### src/design/sab_pkg.sv
`default_nettype none
package sab_pkg;

  localparam int CANVAS_WIDTH_DEF  = 640;
  localparam int CANVAS_HEIGHT_DEF = 480;

  localparam int CFG_IDX_W  = 3;
  localparam int CFG_DATA_W = 12;

  localparam logic [CFG_IDX_W-1:0] CFG_PLACE_X       = 3'd0;
  localparam logic [CFG_IDX_W-1:0] CFG_PLACE_Y       = 3'd1;
  localparam logic [CFG_IDX_W-1:0] CFG_WINDOW_LEFT   = 3'd2;
  localparam logic [CFG_IDX_W-1:0] CFG_WINDOW_TOP    = 3'd3;
  localparam logic [CFG_IDX_W-1:0] CFG_WINDOW_WIDTH  = 3'd4;
  localparam logic [CFG_IDX_W-1:0] CFG_WINDOW_HEIGHT = 3'd5;
  localparam logic [CFG_IDX_W-1:0] CFG_MIRROR        = 3'd6;

  localparam logic [1:0] KIND_SPRITE = 2'd0;
  localparam logic [1:0] KIND_READ   = 2'd1;
  localparam logic [1:0] KIND_WRITE  = 2'd2;

  localparam logic [2:0] ST_COPIED      = 3'd0;
  localparam logic [2:0] ST_BLENDED     = 3'd1;
  localparam logic [2:0] ST_TRANSPARENT = 3'd2;
  localparam logic [2:0] ST_CLIPPED     = 3'd3;
  localparam logic [2:0] ST_DONE        = 3'd4;

  localparam logic [7:0] ALPHA_ZERO = 8'd0;
  localparam logic [7:0] ALPHA_FULL = 8'd255;
  localparam logic [7:0] ROUND_HALF = 8'd127;

  typedef struct packed {
    logic signed [11:0] place_x;
    logic signed [11:0] place_y;
    logic [10:0]        window_left;
    logic [10:0]        window_top;
    logic [11:0]        window_width;
    logic [11:0]        window_height;
    logic               mirror;
  } cfg_t;

  typedef struct packed {
    logic       rd;
    logic       wr;
    logic       mix;
    logic [2:0] status;
  } map_t;

endpackage
`default_nettype wire

### src/design/sab_map.sv
`default_nettype none
module sab_map #(
  parameter int CANVAS_WIDTH  = sab_pkg::CANVAS_WIDTH_DEF,
  parameter int CANVAS_HEIGHT = sab_pkg::CANVAS_HEIGHT_DEF,
  parameter int AW            = $clog2(CANVAS_WIDTH * CANVAS_HEIGHT)
) (
  input  wire logic               clk,
  input  wire sab_pkg::cfg_t      cfg,
  input  wire logic [1:0]         kind,
  input  wire logic signed [11:0] column,
  input  wire logic signed [11:0] row,
  input  wire logic [7:0]         alpha,
  output sab_pkg::map_t           map_r,
  output logic [AW-1:0]           addr_r
);

  logic signed [12:0] ox;
  logic signed [12:0] oy;
  logic               win_ok;
  logic [12:0]        mx;
  logic signed [13:0] sx;
  logic signed [13:0] sy;
  logic signed [13:0] x_nxt;
  logic signed [13:0] y_nxt;
  logic signed [13:0] x_r;
  logic signed [13:0] y_r;
  logic               win_ok_r;
  logic               on_canvas;
  sab_pkg::map_t      map_nxt;
  logic [AW-1:0]      addr_nxt;

  always_comb begin
    ox = {column[11], column} - $signed({2'b00, cfg.window_left});
    oy = {row[11], row} - $signed({2'b00, cfg.window_top});
    win_ok = !ox[12] && (ox[11:0] < cfg.window_width) &&
             !oy[12] && (oy[11:0] < cfg.window_height);
    mx = cfg.mirror ? (13'(cfg.window_width) - 13'd1 - 13'(ox)) : 13'(ox);
    sx = 14'(cfg.place_x) + $signed({1'b0, mx});
    sy = 14'(cfg.place_y) + $signed({oy[12], oy});
    if (kind == sab_pkg::KIND_SPRITE) begin
      x_nxt = sx;
      y_nxt = sy;
    end else begin
      x_nxt = 14'(column);
      y_nxt = 14'(row);
    end
  end

  always_ff @(posedge clk) begin
    x_r      <= x_nxt;
    y_r      <= y_nxt;
    win_ok_r <= win_ok;
  end

  always_comb begin
    on_canvas = !x_r[13] && (x_r < $signed(14'(CANVAS_WIDTH))) &&
                !y_r[13] && (y_r < $signed(14'(CANVAS_HEIGHT)));
    addr_nxt = AW'(y_r[10:0]) * AW'(CANVAS_WIDTH) + AW'(x_r[10:0]);
    map_nxt = '{rd: 1'b0, wr: 1'b0, mix: 1'b0, status: sab_pkg::ST_CLIPPED};
    case (kind)
      sab_pkg::KIND_SPRITE: begin
        if (win_ok_r && on_canvas) begin
          if (alpha == sab_pkg::ALPHA_ZERO) begin
            map_nxt.status = sab_pkg::ST_TRANSPARENT;
          end else if (alpha == sab_pkg::ALPHA_FULL) begin
            map_nxt.wr     = 1'b1;
            map_nxt.status = sab_pkg::ST_COPIED;
          end else begin
            map_nxt.rd     = 1'b1;
            map_nxt.wr     = 1'b1;
            map_nxt.mix    = 1'b1;
            map_nxt.status = sab_pkg::ST_BLENDED;
          end
        end
      end
      sab_pkg::KIND_READ: begin
        if (on_canvas) begin
          map_nxt.rd     = 1'b1;
          map_nxt.status = sab_pkg::ST_DONE;
        end
      end
      sab_pkg::KIND_WRITE: begin
        if (on_canvas) begin
          map_nxt.wr     = 1'b1;
          map_nxt.status = sab_pkg::ST_DONE;
        end
      end
      default: begin
        map_nxt.status = sab_pkg::ST_CLIPPED;
      end
    endcase
  end

  always_ff @(posedge clk) begin
    map_r  <= map_nxt;
    addr_r <= addr_nxt;
  end

endmodule
`default_nettype wire

### config.mk
export PLATFORM = sky130hd
export DESIGN_NAME = sab_map
export DESIGN_NICKNAME = d
export VERILOG_FILES = /design/src/design/sab_pkg.sv /design/src/design/sab_map.sv
export SDC_FILE = /design/constraint.sdc
export NUM_CORES = 1
export LEC_CHECK = 0
export BUFFER_PORTS_ARGS = -buffer_cell sky130_fd_sc_hd__buf_2
export CORE_MARGIN = 5
export CORE_UTILIZATION = 45
export DETAILED_ROUTE_END_ITERATION = 12
export PLACE_DENSITY = 0.74
export SYNTH_ARGS = -nofsm -noshare
export SYNTH_HDL_FRONTEND = slang
export SYNTH_SLANG_ARGS = --single-unit
export TNS_END_PERCENT = 5
### constraint.sdc
create_clock -name clk -period 4.9 [get_ports clk]
set_input_delay 0.245 -clock clk [delete_from_list [all_inputs] [get_ports clk]]
set_output_delay 0.245 -clock clk [all_outputs]
set_load 0.01 [all_outputs]
==> metrics <==
switching pwr 1.01 mW; wire per inst 13.5 um; Finish-stage setup viols 0; fin util 54.1%; drt pass-1 iters 4; H-tree Lvls 2; Clock transition at path regs 0.07 ns; Achievable Freq 219 MHz; yosys warns 0; I/O pin count 131; CP required 5.08 ns; Syn Area/Cell 8.24 um2; CP startpoint kind input port; Worst-Skew Late Latency 0.29 ns; clock sink count 54; Slew headroom 51.3%; Setup crit end kind flip-flop; crit path max fanout 6; PD cells 357 nW/um2; Core Box Area 12700 um2; CP arrival 4.76 ns; Comb power frac 62.0%; worst hold path type input port to flip-flop; register area share after synthesis 18.5%; WL final 13700 um; TritonCTS clock tree yes; sequential power share 24.1%; status completed; CTS root buf clkbuf_16; setup bufs post-CTS 0; syn nets 930; setup ws final 0.328 ns; Leak 3.40 nW; total track usage 17.4%; first-pass GRT wire length 21900 um; Cells after Synth 708; Die X 124 um; fin crit period 4.57 ns; Worst Max-Slew Pin Slew 0.722 ns; kind of critical path input port to flip-flop; GP Congestion 0.862; Cell Area, Synth 5840 um2; fin. max-slew vios 0; nets@finish 1061; max cap viols 0; Die ar. 15300 um2; height of the die 124 um; vias in the first global route 4926; CTS buffer count 5; Clock Skews 0.00844 ns; grt ovf 0; layout cells sized above 1 20.4%; vias per cell 5.22; Rows 41; clk buf depth 2; pre-CTS setup slack -0.0291 ns; initial antenna violation count 3; RSZ-0062 raised after global routing no; detailed router's first-iteration violation count 183; period utilisation layout 93.3%; DRC Markers 0; largest net degree at the start of global routing 46; placed cell count 1004; Async SR Flop Fraction 0%; number of synthesized flops with an enable pin 0; Switching Share 41.1%; DP HPWL 11600 um; Initial Utilization 46.1%; Int Pwr 1.44 mW; via count 5293; Area Overhead vs Synth 17.5%; Seq cells post-synth 54; worst vdd ir 0.196 mV; Post-synth top flop dfxtp_1; Post-CTS Hold Buffers 0; Clock Power Share 13.9%; synth unique cells 61; Finished Layout Cells 1014; I/O Buffers 130; Antenna Violating Nets Remaining 0; Power, Total 2.45 mW; Hold Violations, Final 0
power by group through the flow:
stage / Combinational [mW] / Clock (mW) / Sequential [mW]
floorplan: 1.13 / 0 / 0.630
global placement: 1.48 / 0 / 0.600
detailed placement: 1.50 / 0 / 0.601
CTS: 1.51 / 0.353 / 0.592
global route: 1.71 / 0.368 / 0.602
finish: 1.52 / 0.340 / 0.590
per-layer routing:
layer / track usage (%) / vias up / share of wire, %
met1: 23.7 / 2361 / 48
met3: 2.00 / 25 / 3.7
met2: 28.6 / 112 / 46
met5: 0 / - / 0
met4: 5.95 / 0 / 2.6
li1: - / 2795 / -
critical path: stages:
cell and delay (ns):
buf_2 0.10, inv_1 0.05, ha_1 0.28, nor2b_1 0.15, o211ai_1 0.25, a31o_2 0.23, nand2b_1 0.07, xnor2_1 0.24
inv_1 0.08, ha_1 0.36, a21o_1 0.19, a311oi_2 0.29, o211ai_1 0.17, a31oi_1 0.24, xnor2_1 0.10, mux2_2 0.28
ha_1 0.35, a21oi_2 0.21, o21bai_1 0.09, a221o_1 0.34, a41oi_1 0.19, xnor2_1 0.09, a21o_1 0.17
metrics by stage:
| step | hold slack (ns) | setup TNS, ns | area (um2) |
|---|---|---|---|
| final | 0.205 | 0 | 6860 |
| after global routing | 0.199 | 0 | 6860 |
| after CTS | 0.191 | 0 | 6830 |
| after detailed placement | 0.312 | -0.0291 | 6690 |
| after global placement | 0.310 | 0 | 6690 |
| after floorplan | 0.310 | 0 | 5840 |
final timing paths:
path,from,end,slack [ns],cells past startpoint
worst max-delay path,cfg[37],x_r[13],0.33,23
worst min-delay path,column[8],x_r[8],0.20,3
worst max register to register,y_r[1],addr_r[18],2.24,10
worst min register to register,x_r[1],addr_r[1],0.33,0
cell usage after synthesis (3+ instances only):
cell type | instances | area, um2
a211oi_1 | 8 | 60.1
a21boi_0 | 3 | 22.5
a21o_1 | 18 | 135
a21oi_1 | 47 | 235
a31oi_1 | 5 | 31.3
and2_1 | 3 | 18.8
and3_1 | 3 | 18.8
and4_1 | 4 | 35.0
clkbuf_1 | 9 | 33.8
dfxtp_1 | 54 | 1080
fa_1 | 7 | 140
ha_1 | 109 | 1360
inv_1 | 83 | 312
mux2_2 | 17 | 191
mux2i_1 | 3 | 30.0
nand2_1 | 38 | 143
nand2b_1 | 7 | 43.8
nand3_1 | 11 | 55.1
nand4_1 | 11 | 68.8
nor2_1 | 47 | 176
nor2b_1 | 12 | 75.1
nor3_1 | 18 | 90.1
nor3b_1 | 4 | 30.0
nor4_1 | 8 | 50.1
o211ai_1 | 9 | 67.6
o21a_1 | 14 | 105
o21ai_0 | 38 | 190
o21bai_1 | 8 | 60.1
o22ai_1 | 3 | 18.8
o31a_1 | 5 | 43.8
o31ai_1 | 4 | 30.0
or3_1 | 6 | 37.5
xnor2_1 | 35 | 307
xor2_1 | 20 | 175
state kept, by name (all words and copies together) (netlist names):
register and flops:
addr_r 19, x_r 14, y_r 14, map_r 6
win_ok_r 1
timing repair:
item	CTS	global route
hold endpoints to repair	0	0
gates resized for setup	0	3
setup endpoints to repair	0	2
cells by family after synthesis:
kind of cell    count (synthesis)  synth area share, %
fa+ha+maj                     116                 25.8
mux                            20                 3.79
flops                          54                 18.5
compound gates                186                 21.5
buf+inv                        93                 5.98
simple gates                  184                 16.2
xor+xnor                       55                 8.25
final cells by class:
cell class,instances,area (um2)
fill,1276,5810
antenna,3,7.51
sequential,54,1080
clock buffer,5,125
timing repair buffer,134,681
inverter,83,312
tap,172,215
multi-input combinational,561,4420
clock inverter,2,13.8
cells in the final DEF (no fill, tap or decap), types with 9 or more instances in the layout:
cell	n
ha_1	109
nand4_1	11
nand2_1	38
o21a_1	14
o211ai_1	9
mux2_2	17
xor2_1	20
dfxtp_1	54
buf_2	130
nand3_1	11
xnor2_1	34
nor3_1	18
a21o_1	18
inv_1	83
a21oi_1	46
nor2b_1	12
o21ai_0	38
nor2_1	47
Note: power is estimated with default switching activity, not from simulation.
