<file path="config.mk">
export PLATFORM = sky130hd
export DESIGN_NAME = sab_blend
export DESIGN_NICKNAME = d
export VERILOG_FILES = /design/src/design/sab_pkg.sv /design/src/design/sab_blend.sv
export SDC_FILE = /design/constraint.sdc
export NUM_CORES = 1
export LEC_CHECK = 0
export ABC_CLOCK_PERIOD_IN_PS = 6700
export BUFFER_PORTS_ARGS = -buffer_cell sky130_fd_sc_hd__buf_4
export CELL_PAD_IN_SITES_DETAIL_PLACEMENT = 1
export CELL_PAD_IN_SITES_GLOBAL_PLACEMENT = 1
export CORE_MARGIN = 3
export CORE_UTILIZATION = 51
export CTS_BUF_LIST = sky130_fd_sc_hd__clkbuf_16
export CTS_CLUSTER_SIZE = 10
export DETAILED_ROUTE_END_ITERATION = 7
export PLACE_DENSITY = 0.88
export SLEW_MARGIN = 0
export SYNTH_ARGS = -nofsm -noshare
export SYNTH_HDL_FRONTEND = slang
export SYNTH_SLANG_ARGS = --single-unit
</file>
<file path="constraint.sdc">
create_clock -name clk -period 6.7 [get_ports clk]
set_clock_uncertainty 0.15 [all_clocks]
set_input_delay 0 -clock clk [delete_from_list [all_inputs] [get_ports clk]]
set_output_delay 0 -clock clk [all_outputs]
set_load 0.05 [all_outputs]
</file>
<file path="src/design/sab_pkg.sv">
`default_nettype none
package sab_pkg;

  localparam int CANVAS_WIDTH_DEF  = 640;
  localparam int CANVAS_HEIGHT_DEF = 480;

  localparam int CFG_IDX_W  = 3;
  localparam int CFG_DATA_W = 12;

  localparam logic [CFG_IDX_W-1:0] CFG_PLACE_X       = 3'd0;
  localparam logic [CFG_IDX_W-1:0] CFG_PLACE_Y       = 3'd1;
  localparam logic [CFG_IDX_W-1:0] CFG_WINDOW_LEFT   = 3'd2;
  localparam logic [CFG_IDX_W-1:0] CFG_WINDOW_TOP    = 3'd3;
  localparam logic [CFG_IDX_W-1:0] CFG_WINDOW_WIDTH  = 3'd4;
  localparam logic [CFG_IDX_W-1:0] CFG_WINDOW_HEIGHT = 3'd5;
  localparam logic [CFG_IDX_W-1:0] CFG_MIRROR        = 3'd6;

  localparam logic [1:0] KIND_SPRITE = 2'd0;
  localparam logic [1:0] KIND_READ   = 2'd1;
  localparam logic [1:0] KIND_WRITE  = 2'd2;

  localparam logic [2:0] ST_COPIED      = 3'd0;
  localparam logic [2:0] ST_BLENDED     = 3'd1;
  localparam logic [2:0] ST_TRANSPARENT = 3'd2;
  localparam logic [2:0] ST_CLIPPED     = 3'd3;
  localparam logic [2:0] ST_DONE        = 3'd4;

  localparam logic [7:0] ALPHA_ZERO = 8'd0;
  localparam logic [7:0] ALPHA_FULL = 8'd255;
  localparam logic [7:0] ROUND_HALF = 8'd127;

  typedef struct packed {
    logic signed [11:0] place_x;
    logic signed [11:0] place_y;
    logic [10:0]        window_left;
    logic [10:0]        window_top;
    logic [11:0]        window_width;
    logic [11:0]        window_height;
    logic               mirror;
  } cfg_t;

  typedef struct packed {
    logic       rd;
    logic       wr;
    logic       mix;
    logic [2:0] status;
  } map_t;

endpackage
`default_nettype wire

</file>
<file path="src/design/sab_blend.sv">
`default_nettype none
module sab_blend (
  input  wire logic        clk,
  input  wire logic        en,
  input  wire logic [23:0] src,
  input  wire logic [23:0] dst,
  input  wire logic [7:0]  alpha,
  output logic      [23:0] mixed
);

  logic [15:0] sum_nxt [3];
  logic [15:0] sum_r   [3];
  logic [16:0] q       [3];
  logic [7:0]  inv;

  always_comb begin
    inv = sab_pkg::ALPHA_FULL - alpha;
    for (int i = 0; i < 3; i++) begin
      sum_nxt[i] = 16'(src[8*i +: 8]) * 16'(alpha) + 16'(dst[8*i +: 8]) * 16'(inv) +
                   16'(sab_pkg::ROUND_HALF);
    end
  end

  always_ff @(posedge clk) begin
    if (en) begin
      for (int i = 0; i < 3; i++) begin
        sum_r[i] <= sum_nxt[i];
      end
    end
  end

  // divide by 255: (n + 1 + n/256) / 256, exact below 65535
  always_comb begin
    for (int i = 0; i < 3; i++) begin
      q[i] = 17'(sum_r[i]) + 17'd1 + 17'(sum_r[i][15:8]);
      mixed[8*i +: 8] = q[i][15:8];
    end
  end

endmodule
`default_nettype wire

</file>
==> impl_metrics.toml, run 1 <==
[outcome]
status = "finished clean"

[hold_path]
hp-start = "src[8]"
worstHoldPathCells = 3
hold_end = "sum_r[0][16]"
hp-class = "primary input to register"

[global_route]
grt_max_degree = 49
grt_pass1_vias = 13547
antenna_found_initial = 0
grt_pass1_wl_um = 67100
grt_overflow_total = 0
track_usage_pct = 25.5

[finish]
largest_register_ffs = 48
regMostFlops = "sum_r"
area_growth_pct = 6.83
top_regs = "sum_r x48"
num-fill-cells = 3440
diodes = 0
fin_nets = 2250
drive_gt1_share_pct = 6.31

[place]
post-dp-hpwl_um = 32700
finalWeightedCongestion = 0.867
io_buffers = 81
post-place-ws_ps = 944

[drt]
drtIter0Drc = 501
wl_per_cell_um = 19.4
viasPerCell = 5.46
drcViolationCount = 0
dr.pass1.iters = 4
vias = 11380
drt.antenna.violating_nets = 0
wirelength_um = 40400

[synth]
syn_inst = 1651
synth_nets = 2207
ys.flop_type = "edfxtp_1"
synth_top_family_by_area = "adder cells"
avgSynthCellArea_sq_um = 9.49
synth_xor_area_share_pct = 3.69
synth_compound_area_share_pct = 5.23
async_reset_ff_share_pct = 0
netlist_area_sq_um = 15700
yosys.area_share.simple_pct = 16.5
synth_edf_count = 48
ys_ff_latch = 48
synth.area.mux_share_pct = 0
synth_seq_area_share_pct = 9.20
synth_warnings = 0
synth-adder-area-share_pct = 54.6
ys_types = 47

[setup_path]
cpMostUsedCell = "fa_1"
critPathKind = "primary input to register"
start_kind = "primary input"
crit_path_max_fanout = 48
endpoint_kind = "register"
crit_chain = "buf_4, nor2b_1, fa_1, inv_1, fa_1, inv_1, fa_1, fa_1, fa_1, inv_1, fa_1, inv_1, ha_1, o21a_1, o21a_1, o21ai_0, a32o_1, nand3b_1, o211a_1"
crit_required_ps = 6620
crit_arrival_ps = 5350
cpLargestDelayFamily = "adder cells"
cp_num_buf_inv = 5
critPathMaxStageDelay_ps = 560
crit_slowest_cell = "fa_1"

[floorplan]
die_h_um = 181
die_x_um = 181
core_sq_um = 30000
rows = 63
die_area_sq_um = 32900
initial_core_util_pct = 52.3
io_pins = 82

[clock_tree]
cts_tree = "built"
h-tree-depth = 2
cts_resized = 0
clkTransAtPathRegs_ps = 80
root_buffer = "clkbuf_16"
ctsHoldBuffers = 0
clock_sinks = 48
clockBufferDepth = 2
cts_setup_buffers = 0
cts_made_buffers = 5

[timing]
finalSetupTns_ps = 0
relSlewSlack_pct = 53.1
hold_viol = 0
layout_min_cycle_time_ps = 5430
maxSlewViolCount = 0
period_share_pct = 81.1
timing.fmax_mhz = 184
setup_viol = 0
tightest_slew_ps = 703
fin_worst_hold_slack_ps = 66.1
grt_setup_unrepaired = "false"
timing.final.ws_setup_ps = 1270

[run]
max_cap_viol_count = 0
==> metal layers <==
| layer | GRT usage, % | up-vias | part of all wire [%] |
|---|---|---|---|
| met5 | 0 | - | 0 |
| li1 | - | 5033 | - |
| met3 | 2.34 | 93 | 3.4 |
| met2 | 48.2 | 279 | 55 |
| met4 | 10.5 | 0 | 3.7 |
| met1 | 29.4 | 5975 | 38 |
==> cell usage after synthesis, drive strengths merged, types with 12 or more instances <==
cell / number / area (sq um)
edfxtp: 48 / 1440
a21oi: 37 / 196
xnor2: 47 / 412
and2: 95 / 597
nand2: 118 / 443
a21o: 13 / 97.6
o21a: 12 / 90.1
nor2: 26 / 97.6
o21ai: 22 / 118
inv: 404 / 1520
nand3: 16 / 80.1
nor2b: 96 / 601
nor3: 12 / 70.1
nand2b: 100 / 626
clkbuf: 42 / 158
xor2: 19 / 166
ha: 189 / 2360
fa: 309 / 6190
==> through the flow <==
stage               instances  utilization [%]  cell area [sq um]
floorplan                1651                -              15700
global placement         2077             55.4              16600
detailed placement       2077             55.4              16600
CTS                      2085             55.9              16700
global route             2085             55.9              16700
finish                   2085             55.9              16700
==> worst max path at each step <==
stage / cells past startpoint / end / startpoint / slack, ps
2_1_floorplan: 19 / sum_r[0][13] / alpha[7] / 1380
3_3_place_gp: 19 / sum_r[0][13] / alpha[2] / 1220
3_5_place_dp: 19 / sum_r[0][13] / alpha[2] / 940
4_1_cts: 19 / sum_r[0][13] / alpha[2] / 1270
5_1_grt: 18 / sum_r[0][13] / alpha[2] / 1020
6_report: 19 / sum_r[0][13] / alpha[2] / 1270
==> layout by cell type, fill, tap and decap left out, types with 3 or more instances in the layout <==
| master | n |
|---|---|
| nor2b_1 | 96 |
| and2_1 | 94 |
| a211oi_2 | 4 |
| buf_4 | 81 |
| xor2_1 | 19 |
| o21a_1 | 12 |
| o21bai_1 | 3 |
| nand4_1 | 5 |
| a21oi_1 | 34 |
| edfxtp_1 | 48 |
| nand2b_1 | 100 |
| a21o_1 | 13 |
| nand2_1 | 118 |
| nor3_1 | 10 |
| a21oi_2 | 3 |
| nand3b_1 | 3 |
| a21boi_0 | 3 |
| o21ai_0 | 18 |
| and3_1 | 3 |
| inv_1 | 404 |
| nor2_1 | 26 |
| fa_1 | 309 |
| xnor2_1 | 47 |
| nand3_1 | 16 |
| clkbuf_16 | 5 |
| o211ai_1 | 3 |
| ha_1 | 189 |
==> cell families (layout without fill, tap and decap cells) <==
family | count (synthesis) | count (layout)
buffers and inverters | 449 | 493
adders and majority gates | 498 | 498
and+or+nand+nor | 475 | 475
xor gates and xnor gates | 66 | 66
AOI/OAI and AO/OA | 115 | 115
DFF | 48 | 48
==> layout make-up <==
| cell class | instances | area [sq um] | share of cell area, % |
|---|---|---|---|
| tap | 390 | 488 | 2.92 |
| sequential | 48 | 1440 | 8.61 |
| inverter | 404 | 1520 | 9.06 |
| multi-input combinational | 1154 | 12500 | 74.9 |
| clock inverter | 3 | 18.8 | 0.112 |
| timing repair buffer | 81 | 608 | 3.63 |
| clock buffer | 5 | 125 | 0.747 |
Power of run 1 is left out: the tool's default activity adds up to more than one toggle a clock period on the data nets, which glitch-free logic cannot reach.
==> run 2, diff against run 1 <==
- ABC_CLOCK_PERIOD_IN_PS: 6700 -> 5100
- clock period: 6.7 -> 5.1 ns (I/O delays scaled with it)
==> run 2 against run 1 <==
Effect of this change:
- final area up 5.9%
- critical path type unchanged
- worst setup slack worse by 1200 ps
- worst hold slack better by 35 ps
- utilization up 3.3 points
==> impl_metrics.toml, run 2 (synthesized netlist as in run 1, its figures left out) <==
[hold_path]
hold_end = "sum_r[0][16]"
worstHoldPathCells = 1
hp-start = "en"
hp-class = "primary input to register"

[floorplan]
die_h_um = 181
die_x_um = 181
io_pins = 82
rows = 63
core_sq_um = 30000
initial_core_util_pct = 52.3
die_area_sq_um = 32900

[drt]
viasPerCell = 5.55
wirelength_um = 48300
drt.antenna.violating_nets = 0
dr.pass1.iters = 5
drtIter0Drc = 709
wl_per_cell_um = 22.0
vias = 12180
drcViolationCount = 0

[finish]
ff_latch_area_sq_um = 1440
final_common_cell = "inv_1"
fin_nets = 2358
diodes = 0
multiInputGateArea_sq_um = 12700
drive_gt1_share_pct = 12.8
final_cells = 2193
area_growth_pct = 13.2
top_regs = "sum_r x48"
num-fill-cells = 3437
layout_common_cells = "404 x inv_1, 308 x fa_1, 185 x ha_1"
regMostFlops = "sum_r"
largest_register_ffs = 48

[setup_path]
endpoint_kind = "register"
crit_required_ps = 5090
crit_path_max_fanout = 18
crit_arrival_ps = 4990
critPathKind = "primary input to register"
start_kind = "primary input"

[clock_tree]
clock_sinks = 48
root_buffer = "clkbuf_16"
h-tree-depth = 2
clkTransAtPathRegs_ps = 80
cts_tree = "built"
ctsHoldBuffers = 0
clockBufferDepth = 2
cts_made_buffers = 5

[global_route]
grt_overflow_total = 0
grt_pass1_wl_um = 76200
grt_pass1_vias = 14680
grt_max_degree = 49
track_usage_pct = 29.6
antenna_found_initial = 0

[timing]
hold_viol = 0
timing.fmax_mhz = 200
maxSlewViolCount = 0
layout_min_cycle_time_ps = 5000
finalSetupTns_ps = 0
period_share_pct = 98.1
relSlewSlack_pct = 51.5
timing.final.ws_setup_ps = 96.0
tightest_slew_ps = 727
fin_worst_hold_slack_ps = 101
setup_viol = 0

[place]
finalWeightedCongestion = 0.852
post-dp-hpwl_um = 39200
place_inst = 2182
post-place-ws_ps = -360
io_buffers = 81

[run]
max_cap_viol_count = 0

[outcome]
status = "finished clean"
[run 2: critical path: stages]
cell and delay, ps:
buf_4 200, nand2b_1 210, fa_1 560, inv_1 60, fa_1 500, fa_1 540, fa_1 420, fa_1 530
inv_1 50, fa_1 470, inv_1 70, ha_4 250, and2_4 160, a221oi_4 250, o21ai_2 120, a41oi_4 250
a21oi_2 90, xnor2_1 240
[run 2: per-layer routing]
metal / track usage (%) / vias to the layer above / part of all wire, %
met2: 54.8 / 428 / 54
met3: 3.42 / 199 / 4.2
met4: 16.4 / 0 / 6.0
met5: 0 / - / 0
met1: 32.8 / 6307 / 36
li1: - / 5246 / -
[run 2: through the flow]
| step | util, % | area, sq um |
|---|---|---|
| 2_1_floorplan | - | 15700 |
| 5_1_grt | 59.2 | 17700 |
| 4_1_cts | 58.7 | 17600 |
| 3_5_place_dp | 58.2 | 17400 |
| 6_report | 59.2 | 17700 |
| 3_3_place_gp | 58.2 | 17400 |
[run 2: worst max path at each step]
stage             start           end  slack, ps  cells after the start
3_5_place_dp   alpha[1]  sum_r[0][45]       -360                     18
5_1_grt        alpha[5]  sum_r[0][28]        -40                     19
2_1_floorplan  alpha[1]  sum_r[0][13]        -30                     19
6_report       alpha[0]  sum_r[0][29]        100                     18
3_3_place_gp   alpha[2]  sum_r[0][13]       -110                     19
4_1_cts        alpha[2]  sum_r[0][15]          8                     18
[run 2: layout make-up]
class	count	area share (%)
Timing Repair Buffer	189	8.36
Multi-Input combinational cell	1154	71.4
Inverter	404	8.55
Clock inverter	3	0.0988
Sequential cell	48	8.13
Clock buffer	5	0.706
Tap cell	390	2.75
[run 2: timing repair]
item,CTS,global route
pin swaps,0,19
buffers inserted,0,3
resized for setup,2,27
hold endpoints to repair,0,0
setup endpoints to repair,3,19
Power of run 2 is left out for the same reason.
==> run 3, diff against run 2 <==
- ABC_CLOCK_PERIOD_IN_PS: 5100 -> 4800
- CORE_UTILIZATION: 51 -> 35
- CTS_CLUSTER_SIZE: 10 -> not set
- PLACE_DENSITY: 0.88 -> 0.65
- clock period: 5.1 -> 4.8 ns (I/O delays scaled with it)
==> run 3 against run 2 <==
Effect of this change:
- clock-buffer cell count is the same
- routed wire length fell by 11%
- highest routed layer unchanged
- utilization decreased by 14 points
- via count is 3.8% lower
- first-iteration DRC count fell by 58%
- critical path depth shrank 1
==> impl_metrics.toml, run 3 (synthesized netlist as in run 1, its figures left out) <==
[global_route]
grt_overflow_total = 0
grt_util_met2_pct = 33.6
antenna_found_initial = 0
grt_pass1_wl_um = 68900
grt_pass1_vias = 13621
track_usage_pct = 18.4
top_usage_layer = "met2"
grtUsageMet3_pct = 1.59
grt_max_degree = 49
grtUsageMet1_pct = 23.7

[finish]
multiInputGateArea_sq_um = 13200
largest_register_ffs = 48
layout_common_cells = "388 x inv_1, 292 x fa_1, 262 x buf_4"
diodes = 0
num-fill-cells = 4908
top_regs = "sum_r x48"
ff_latch_area_sq_um = 1440
regMostFlops = "sum_r"
final_common_cell = "inv_1"
final_cells = 2497
finish.instance_area_sq_um = 19700
drive_gt1_share_pct = 23.5
fin_nets = 2467
area_growth_pct = 25.9

[timing]
layout_min_cycle_time_ps = 4780
relSlewSlack_pct = 54.8
grt_setup_unrepaired = "true"
tightest_slew_ps = 679
setup_viol = 0
period_share_pct = 99.5
hold_viol = 0
maxSlewViolCount = 0
timing.final.ws_setup_ps = 21.7
fin_worst_hold_slack_ps = 82.6
timing.fmax_mhz = 209

[run]
max_cap_viol_count = 0

[setup_path]
crit_slowest_cell = "fa_2"
cpMostUsedCell = "fa_1"
cp_num_buf_inv = 4
start_kind = "primary input"
critPathMaxStageDelay_ps = 560
crit_arrival_ps = 4670
crit_path_max_fanout = 10
endpoint_kind = "register"
cpLargestDelayFamily = "adder cells"
crit_required_ps = 4690
critPathKind = "primary input to register"
crit_chain = "bufbuf_16, nand2b_1, fa_1, inv_1, fa_1, fa_2, fa_1, fa_1, inv_1, fa_1, inv_1, ha_4, and2_2, a211oi_4, nand3_2, a21oi_2, xnor2_1"

[place]
place_inst = 2458
io_buffers = 81
placed_area_sq_um = 18500
finalWeightedCongestion = 0.834
post-dp-hpwl_um = 35300
post-place-ws_ps = -514

[drt]
wirelength_um = 42800
dr.pass1.iters = 4
viasPerCell = 4.69
drcViolationCount = 0
wl_per_cell_um = 17.2
drt.antenna.violating_nets = 0
drtIter0Drc = 295
vias = 11717

[floorplan]
rows = 76
die_area_sq_um = 47300
io_pins = 82
die_h_um = 218
core_sq_um = 43600
die_x_um = 218
initial_core_util_pct = 35.9

[clock_tree]
clock_sinks = 48
root_buffer = "clkbuf_16"
clockBufferDepth = 2
clkTransAtPathRegs_ps = 70
cts_tree = "built"
h-tree-depth = 2
cts_made_buffers = 5

[hold_path]
hold_end = "sum_r[0][16]"
worstHoldPathCells = 3
hp-start = "src[8]"
hp-class = "primary input to register"

[outcome]
status = "finished clean"
-- run 3: cell types whose count changed in the layout (fill, tap and decap cells not counted), sizes merged --
cell	change
clkbuf	+3
buf	+104
clkinv	-2
bufinv	+2
bufbuf	+2
-- run 3: how the worst max path moves through the flow --
stage / slack, ps / start / end / depth (start not counted)
2_1_floorplan: -170 / alpha[2] / sum_r[0][27] / 17
3_3_place_gp: -410 / alpha[1] / sum_r[0][27] / 17
3_5_place_dp: -510 / alpha[3] / sum_r[0][27] / 19
4_1_cts: -60 / alpha[1] / sum_r[0][31] / 19
5_1_grt: -90 / alpha[3] / sum_r[0][47] / 21
6_report: 20 / alpha[0] / sum_r[0][47] / 17
-- run 3: worst min-delay path, cell delays in order --
cell	delay, ps
buf_4	150
and2_1	170
nor2_1	60
-- run 3: layout make-up --
| class | instances | share of cell area, % |
|---|---|---|
| clock buffers | 5 | 0.634 |
| clock inverters | 3 | 0.349 |
| inverters | 404 | 7.70 |
| multi-input cells | 1154 | 67.0 |
| flip-flops and latches | 48 | 7.31 |
| well taps | 585 | 3.71 |
| repair buffers | 298 | 13.3 |
-- run 3: repair_timing --
action,in CTS,in global routing
gates cloned,3,2
pin swaps,23,81
buffers inserted,10,16
endpoints found under the setup margin,17,20
resized for setup,40,115
hold buffers,0,0
-- run 3: per-stage QoR --
step	setup TNS, ps	util [%]
finish	0	45.2
global placement	-7110	42.4
CTS	-109	43.7
floorplan	-757	-
global route	-721	45.2
detailed placement	-9320	42.4
-- run 3: routing by layer --
metal,share of wire (%),routed length (um)
met4,1.7,713
met3,2.7,1160
met5,0,0
met1,44,18800
met2,52,22200
Power of run 3 is left out for the same reason.
